$ cat config.mk
export PLATFORM = sky130hd
export DESIGN_NAME = crg_regs
export DESIGN_NICKNAME = d
export VERILOG_FILES = /design/src/crg_pkg.sv /design/src/crg_regs.sv
export SDC_FILE = /design/constraint.sdc
export NUM_CORES = 1
export LEC_CHECK = 0
export BUFFER_PORTS_ARGS = -buffer_cell sky130_fd_sc_hd__buf_2
export CAP_MARGIN = 0
export CORE_MARGIN = 4
export CORE_UTILIZATION = 40
export DETAILED_ROUTE_END_ITERATION = 7
export PLACE_DENSITY = 0.75
export REMOVE_ABC_BUFFERS = 1
export SYNTH_ARGS = -nofsm -noshare
export SYNTH_HDL_FRONTEND = slang
export SYNTH_SLANG_ARGS = --single-unit
$ cat constraint.sdc
create_clock -name clk -period 1.8 [get_ports clk]
set_clock_uncertainty 0.15 [all_clocks]
set_input_delay 0.09 -clock clk [delete_from_list [all_inputs] [get_ports clk]]
set_output_delay 0.09 -clock clk [all_outputs]
set_load 0.05 [all_outputs]
$ cat src/crg_pkg.sv
// ----------------------------------------------------------------------------
// crg_pkg
// shared types, constants and rounding helper for the camera ray generator
// ----------------------------------------------------------------------------
package crg_pkg;

	localparam int MAX_DIM   = 4096;
	localparam int FRAC_BITS = 14;
	localparam int TAN_FRAC  = 12;
	localparam int ONE       = 1 << FRAC_BITS;

	localparam int PIX_W  = 12;
	localparam int DIM_W  = 13;
	localparam int TAN_W  = 16;
	localparam int VEC_W  = 16;
	localparam int RAW_W  = 17;
	localparam int MAG_W  = 29;
	localparam int SQ_W   = 2 * MAG_W;
	localparam int SUM_W  = SQ_W + 2;
	localparam int ROOT_W = SUM_W / 2;
	localparam int REM_W  = ROOT_W + 2;
	localparam int QUO_W  = FRAC_BITS + 1;
	localparam int DVD_W  = MAG_W + FRAC_BITS + 1;
	localparam int SH_N   = 5;
	localparam int PROD_W = 32;

	localparam int BASIS_CYCLES = 72;
	localparam int CNT_W        = 7;

	typedef enum logic [2:0] {
		REG_WIDTH,
		REG_HEIGHT,
		REG_TAN,
		REG_DIR_X,
		REG_DIR_Y,
		REG_DIR_Z
	} reg_idx_t;

	typedef enum logic [1:0] {
		KIND_PIX,
		KIND_FWD,
		KIND_SIDE
	} kind_t;

	typedef struct packed {
		logic [PIX_W-1:0] pixel_x;
		logic [PIX_W-1:0] pixel_y;
	} pixel_t;

	typedef struct packed {
		logic signed [VEC_W-1:0] ray_x;
		logic signed [VEC_W-1:0] ray_y;
		logic signed [VEC_W-1:0] ray_z;
		logic                    degenerate;
		logic                    out_of_frame;
	} ray_t;

	typedef struct packed {
		logic [DIM_W-1:0]        frame_width;
		logic [DIM_W-1:0]        frame_height;
		logic [TAN_W-1:0]        tan_half_fov;
		logic signed [VEC_W-1:0] dir_x;
		logic signed [VEC_W-1:0] dir_y;
		logic signed [VEC_W-1:0] dir_z;
	} cfg_t;

	typedef struct packed {
		kind_t      kind;
		logic       oof;
		logic [2:0] neg;
	} side_t;

	// shift right by FRAC_BITS, ties away from zero, clamp to +-ONE
	function automatic logic signed [VEC_W-1:0] rnd_clamp(input logic signed [PROD_W-1:0] v);
		logic [PROD_W-1:0] mag;
		logic [PROD_W-1:0] q;
		logic [VEC_W-1:0]  lim;
		mag = v[PROD_W-1] ? PROD_W'(-v) : PROD_W'(v);
		q = (mag + PROD_W'(1 << (FRAC_BITS - 1))) >> FRAC_BITS;
		lim = (q > PROD_W'(ONE)) ? VEC_W'(ONE) : q[VEC_W-1:0];
		return v[PROD_W-1] ? -$signed(lim) : $signed(lim);
	endfunction

endpackage

$ cat src/crg_regs.sv
// ----------------------------------------------------------------------------
// crg_regs
// apb register file holding frame size, field of view and view direction
// ----------------------------------------------------------------------------
module crg_regs (
	input  logic                clk,
	input  logic                arst_n,
	input  logic                psel,
	input  logic                penable,
	input  logic                pwrite,
	input  logic [4:0]          paddr,
	input  logic [31:0]         pwdata,
	output logic [31:0]         prdata,
	output logic                pready,
	output crg_pkg::cfg_t       cfg,
	output logic                wr
);

	crg_pkg::cfg_t    cfg_q;
	crg_pkg::reg_idx_t idx;

	assign idx    = crg_pkg::reg_idx_t'(paddr[4:2]);
	assign pready = 1'b1;
	assign wr     = psel && penable && pwrite && pready;
	assign cfg    = cfg_q;

	always_ff @(posedge clk or negedge arst_n) begin
		if (!arst_n) begin
			cfg_q.frame_width  <= crg_pkg::DIM_W'(640);
			cfg_q.frame_height <= crg_pkg::DIM_W'(480);
			cfg_q.tan_half_fov <= crg_pkg::TAN_W'(4096);
			cfg_q.dir_x        <= '0;
			cfg_q.dir_y        <= '0;
			cfg_q.dir_z        <= 16'shC000;
		end else if (wr) begin
			case (idx)
				crg_pkg::REG_WIDTH:  cfg_q.frame_width  <= pwdata[crg_pkg::DIM_W-1:0];
				crg_pkg::REG_HEIGHT: cfg_q.frame_height <= pwdata[crg_pkg::DIM_W-1:0];
				crg_pkg::REG_TAN:    cfg_q.tan_half_fov <= pwdata[crg_pkg::TAN_W-1:0];
				crg_pkg::REG_DIR_X:  cfg_q.dir_x        <= $signed(pwdata[crg_pkg::VEC_W-1:0]);
				crg_pkg::REG_DIR_Y:  cfg_q.dir_y        <= $signed(pwdata[crg_pkg::VEC_W-1:0]);
				crg_pkg::REG_DIR_Z:  cfg_q.dir_z        <= $signed(pwdata[crg_pkg::VEC_W-1:0]);
				default: ;
			endcase
		end
	end

	always_comb begin
		case (idx)
			crg_pkg::REG_WIDTH:  prdata = 32'(cfg_q.frame_width);
			crg_pkg::REG_HEIGHT: prdata = 32'(cfg_q.frame_height);
			crg_pkg::REG_TAN:    prdata = 32'(cfg_q.tan_half_fov);
			crg_pkg::REG_DIR_X:  prdata = 32'(unsigned'(cfg_q.dir_x));
			crg_pkg::REG_DIR_Y:  prdata = 32'(unsigned'(cfg_q.dir_y));
			crg_pkg::REG_DIR_Z:  prdata = 32'(unsigned'(cfg_q.dir_z));
			default:             prdata = '0;
		endcase
	end

endmodule

==> impl_results.md, run 1 <==
* Number of global-route vias before repair at about 3300
* RSZ-0062 raised after global routing: true
* Post-synthesis mux area share at between 30 and 40%
* VDD IR-drop max at approximately 0.67 mV
* Largest net degree at the start of global routing at 47
* Cell internal pwr at 0.00429 W
* Initial antenna violation count at 0
* Tcrit/Tclk final at 99.7%
* CTS H-tree depth at 3
* DR iter-0 viols at about 150
* R2r setup slk at 740 ps
* FF+latch count, synth at 90
* Fin area at 5780 sq um
* Number of top-level pins at around 170
* Setup crit end kind: primary output
* Share of the synthesized area in the top cell type at 47.1%
* DRT Pass-1 Iters at 4
* Leakage at between 2 and 3 nW
* Vias per inst at 5.03
* Fmax at around 0.56 GHz
* Final net count at 533
* Fin. Hold Viols at 0
* Gate power share at a little over two fifths
* Post-Synth XOR/XNOR Area at 0%
* Die X-Extent at ~110 um
* Routed wire length at 11400 um
* Clk network pwr share at a little over a fifth
* Final setup fails at 0
* Yosys top cell by area: dfrtp_1
* CTS tree: built
* Gr ovfl total at 0
* Post-Layout Cell Count at 632
* Tmin final at about 1800 ps
* Syn_area_per_cell at 13.6 sq um
* Sequential fraction of the synthesis area at 52.6%
* Flop pwr share at a little over a third
* Hpwl dp at 8240 um
* Adder-Cell Fraction of Synth Area at 0%
* CP required at 1560 ps
* Longest Clk Path Bufs at 2
* Most common cell after layout, fill and taps aside: buf_2
* Crit path kind: reg -> out
* Pwr Total at 0.00755 W
* Worst-path maximum fanout at 2
* Placed cells at about 600
* Pwr per Cell Area at about 1300 nW/um^2
* Total die area at 12500 sq um
* Dpl cell area at 5180 sq um
* Antenna-violating nets left at 0
* CTS root buf: clkbuf_8
* Sw frac at 43.2%
* Synth area leaders: dfrtp_1 (47%), mux2_2 (25%), mux2i_1 (7.0%), dfstp_2 (5.5%), buf_4 (4.2%)
* Commonest non-fill, non-tap cells in the layout: buf_2 (117), mux2_2 (93), dfrtp_1 (81)
* N_diodes at 0
* Max Slew Vio Count at 0
* Unique masters post-synth at 32
* Psw at ~0.0033 W
* Layout cell share with drive strength beyond 1 at around three fifths
* CTS Sinks at 90
* Rows at 37
* CP startpoint kind: register
* Largest family of logic cells by synthesized area: multiplexers
* First-pass GRT wire length at 18200 um
* Max stage delay on crit path at 540 ps
* Inserted Clock Buffers at 9
* Crit-path cells: mux2i_1 -> or3_1 -> o221ai_2 -> buf_6
* Input/output buffers at 130
* Max reg flops at 90
* DRC Markers at 0
* Worst-path clk slew at 90 ps
* Max-Cap Viols at 0
* Die span in y at 112 um
* Synth Area in Compound Gates at approximately 4.9%
* Gr usage total at a little under a fifth
* WP data arrival at 1550 ps
* Clk Latency, worst-skew pair at 350 ps
* GP Congestion at between 0.7 and 0.8
* Netlist Area Pre-Place at 4300 sq um
* Syn Inst Count at 315
* DR WL/cell at 18.1 um
* Ys Warns at 0
* Layout area overhead at 34.5%
* Initial core utilization at about two fifths
* HP Class: in -> async
* Synth Area in Simple Gates at under 10%
* Outcome: finished clean
* Vias post-DR at ~3200
* Fillers at around 890
* Area of the core at 10400 sq um
* Crit path max-delay cell type: dfstp_2
-- power by group through the flow --
| stage | sequential (W) | clock (W) | combinational (W) |
|---|---|---|---|
| final | 0.00275 | 0.00161 | 0.00320 |
| after global placement | 0.00276 | 0 | 0.00299 |
| after floorplan | 0.00415 | 0 | 0.000852 |
| after detailed placement | 0.00279 | 0 | 0.00303 |
| after CTS | 0.00275 | 0.00164 | 0.00312 |
| after global routing | 0.00280 | 0.00175 | 0.00334 |
-- critical path, delay by kind of cell, from the launching register on --
| kind | cells | cell delay [ps] |
|---|---|---|
| AO/OA/AOI/OAI | 1 | 80 |
| AND/OR/NAND/NOR | 1 | 340 |
| flip-flops | 1 | 540 |
| buffers and inverters | 1 | 180 |
| multiplexers | 1 | 60 |
-- path summary, 6_finish.rpt --
| path | cells after the start | end | from |
|---|---|---|---|
| min in group clk | 5 | cfg[36] | pwrite |
| max in group asynchronous | 3 | cfg[83] | arst_n |
| worst max register to register | 2 | cfg[82] | cfg[82] |
| worst max-delay path | 4 | prdata[8] | cfg[72] |
| worst min-delay path | 2 | cfg[14] | arst_n |
| worst min register to register | 1 | cfg[16] | cfg[16] |
-- logic make-up after synthesis --
logic type / count (synthesis)
muxes: 126
other: 2
and+or+nand+nor: 32
DFF: 90
AOI/OAI and AO/OA: 28
buffers and inverters: 37
-- cells in the mapped netlist --
master    count
mux2_2       96
dfrtp_1      81
mux2i_1      30
buf_4        24
dfstp_2       9
nor2_1        8
nand2_1       6
buf_2         5
clkbuf_1      4
nand3_1       4
o221ai_1      4
or3_1         4
a211oi_1      3
a21oi_1       3
a221o_1       3
a221oi_1      3
a311o_1       3
a31oi_1       3
o21ai_0       3
o22ai_1       3
conb_1        2
inv_1         2
nor2_2        2
nor3_4        2
buf_1         1
buf_6         1
nand2b_1      1
nand2b_2      1
nand4_1       1
nor2b_1       1
nor3_2        1
nor4_2        1
-- stage by stage --
stage	setup slack, ps	hold slack (ps)	setup TNS, ps	utilization [%]
floorplan	-260	-356	-1030	-
global placement	85.0	-230	0	49.8
detailed placement	63.1	-226	0	49.8
CTS	-25.8	104	-25.9	54.3
global route	-72.8	104	-310	55.5
finish	6.27	116	0	55.5
-- final cells by class --
type / instances / area, sq um / area share, %
Clock buffer: 11 / 131 / 2.27
Timing Repair Buffer: 185 / 1210 / 21.0
Clock inverter: 5 / 103 / 1.77
Tap cell: 136 / 170 / 2.94
Multi-Input combinational cell: 203 / 1890 / 32.8
Sequential cell: 90 / 2260 / 39.1
Inverter: 2 / 7.51 / 0.130
-- timing repair --
| item | in CTS | in global routing |
|---|---|---|
| setup buffers | 3 | 10 |
| resized for setup | 11 | 22 |
| hold buffers | 18 | 0 |
| setup endpoints to repair | 6 | 12 |
| pin swaps | 0 | 2 |
| endpoints found under the hold margin | 175 | 0 |
-- per-layer routing --
layer	part of all wire, %	GRT usage, %	vias to the layer above
met4	0.61	3.49	0
li1	-	-	1482
met5	0	0	-
met1	44	24.2	1585
met2	50	30.2	104
met3	5.8	5.76	8
(Power assumes the default switching activity.)
==> inputs of run 2 (changes only) <==
==> constraint.sdc (replaced) <==
create_clock -name clk -period 1.8 [get_ports clk]
set_clock_uncertainty 0.15 [all_clocks]
set_input_delay 0 -clock clk [delete_from_list [all_inputs] [get_ports clk]]
set_output_delay 0 -clock clk [all_outputs]
set_load 0.05 [all_outputs]
==> run 2 against run 1 <==
Net effect: maximum frequency rose by 2.7%; global-route usage rose by 0.40 points; die area did not move; clock power fell by 24%; hold slack got worse by 76 ps; via count rose by 0.28%; critical endpoint is now prdata[6]; critical path depth did not move; worst setup slack improved by 46 ps.
==> impl_results.md, run 2 (synthesis gave the netlist of run 1 again) <==
* Setup crit end kind: primary output
* Commonest non-fill, non-tap cells in the layout: buf_2 (124), mux2_2 (96), dfrtp_1 (81)
* Die span in y at 112 um
* Crit path max-delay cell type: dfstp_2
* Max reg flops at 90
* Worst-path maximum fanout at 3
* Gr ovfl total at 0
* Tmin final at around 1700 ps
* Fmax at 0.572 GHz
* Final setup fails at 0
* Worst Setup SP: cfg[70]
* Total die area at 12500 sq um
* Crit path kind: reg -> out
* R2r setup slk at 840 ps
* Hpwl dp at 8230 um
* Psw at ~0.0032 W
* Routed wire length at 11500 um
* Crit-path cells: mux2i_1 -> or3_1 -> o221ai_1 -> buf_4
* Pwr per Cell Area at 1260 nW/um^2
* Worst setup endpoint: prdata[6]
* Most common cell after layout, fill and taps aside: buf_2
* CP startpoint kind: register
* Tcrit/Tclk final at 97.1%
* Longest Clk Path Bufs at 2
* CTS tree: built
* Flop pwr share at 39.1%
* Fin. Hold Viols at 0
* DRT Pass-1 Iters at 4
* Clk Latency, worst-skew pair at roughly 350 ps
* Rows at 37
* DR WL/cell at roughly 19 um
* Inserted Clock Buffers at 9
* Antenna-violating nets left at 0
* Number of global-route vias before repair at between 3000 and 4000
* Area of the core at about 10000 sq um
* Cell internal pwr at 0.00381 W
* DR iter-0 viols at 175
* CTS Sinks at 90
* Placed cells at between 500 and 600
* Layout area overhead at 29.8%
* Leakage at 2.81 nW
* Max-Cap Viols at 0
* Max Slew Vio Count at 0
* Initial antenna violation count at 0
* Die X-Extent at 112 um
* Max-slew headroom at 53.0%
* HP Class: in -> async
* Vias per inst at around 5
* Outcome: finished clean
* GP Congestion at 0.786
* Pwr Total at 0.00705 W
* CP required at between 1500 and 2000 ps
* N_diodes at 0
* WP data arrival at 1600 ps
* DRC Markers at 0
* Input/output buffers at 130
* Gate power share at 43.5%
* Layout cell share with drive strength beyond 1 at between 50% and 60%
* RSZ-0062 raised after global routing: true
* Worst-path clk slew at 80 ps
* Sw frac at 46.0%
* Worst-Margin Slew at 703 ps
* CTS root buf: clkbuf_8
* Largest net degree at the start of global routing at 48
* Clk network pwr share at 17.4%
* Number of top-level pins at 166
* VDD IR-drop max at 0.603 mV
* CTS H-tree depth at 3
* Post-Layout Cell Count at between 600 and 700
* Critical R2R Launch: cfg[72]
* Max stage delay on crit path at between 500 and 600 ps
* Initial core utilization at between 40% and 50%
* First-pass GRT wire length at 18500 um
* Total negative slack at 0 ps
* Final net count at 522
* Vias post-DR at ~3200
* R2r endpoint: cfg[72]
* Register-to-Register Path Depth at 2
* Gr usage total at about a fifth
[run 2: cell types whose count changed in the layout (fill, tap and decap cells not counted), moves of 2 or more]
cell | previous run | this run
buf_6 | 6 | 0
bufinv_16 | 3 | 0
buf_2 | 117 | 124
mux2_2 | 93 | 96
clkbuf_4 | 0 | 2
clkinv_2 | 1 | 3
mux2_4 | 3 | 0
buf_4 | 40 | 26
[run 2: how the worst min path moves through the flow]
| stage | endpoint | slack, ps | depth (start not counted) |
|---|---|---|---|
| after CTS | cfg[62] | 40 | 3 |
| after global routing | cfg[62] | 70 | 3 |
| final | cfg[46] | 40 | 3 |
| after global placement | cfg[13] | -280 | 1 |
| after detailed placement | cfg[29] | -270 | 1 |
| after floorplan | cfg[0] | -450 | 0 |
[run 2: critical path, delay by kind of cell, from the launching register on]
| kind | cells | cell delay, ps |
|---|---|---|
| DFF | 1 | 550 |
| AOI/OAI and AO/OA | 1 | 80 |
| buffers and inverters | 1 | 230 |
| and+or+nand+nor | 1 | 330 |
| muxes | 1 | 60 |
[run 2: layer usage]
metal / track usage [%] / wire [um]
met1: 24.1 / 4980
met2: 32.0 / 5790
met3: 3.86 / 654
met4: 5.68 / 123
met5: 0 / 0
[run 2: repair_timing]
| action | 4_1_cts | 5_1_grt |
|---|---|---|
| endpoints found under the hold margin | 178 | 0 |
| hold buffers | 18 | 0 |
| setup endpoints to repair | 2 | 5 |
| buffers inserted | 0 | 2 |
| resized for setup | 2 | 8 |
[run 2: area by class of cell]
class                           count  area, sq um
Inverter                            2         7.51
Clock buffer                       11          141
Fill cell                         952         4830
Clock inverter                      5         31.3
Tap cell                          136          170
Sequential cell                    90         2260
Timing Repair Buffer              174         1090
Multi-Input combinational cell    203         1880
[run 2: power by group through the flow]
stage	clock [W]	sequential, W	combinational (W)
3_5_place_dp	0	0.00279	0.00302
3_3_place_gp	0	0.00276	0.00299
4_1_cts	0.00127	0.00275	0.00306
5_1_grt	0.00136	0.00282	0.00321
2_1_floorplan	0	0.00415	0.000852
6_report	0.00123	0.00275	0.00307
[run 2: metrics by stage]
stage               setup slack, ps  area (sq um)  util, %  hold slack (ps)
finish                         52.6          5580     53.6             40.1
global placement                167          5180     49.8             -278
detailed placement              149          5180     49.8             -269
CTS                            6.68          5540     53.2             43.1
floorplan                      -170          4120        -             -446
global route                  -18.3          5580     53.6             74.2
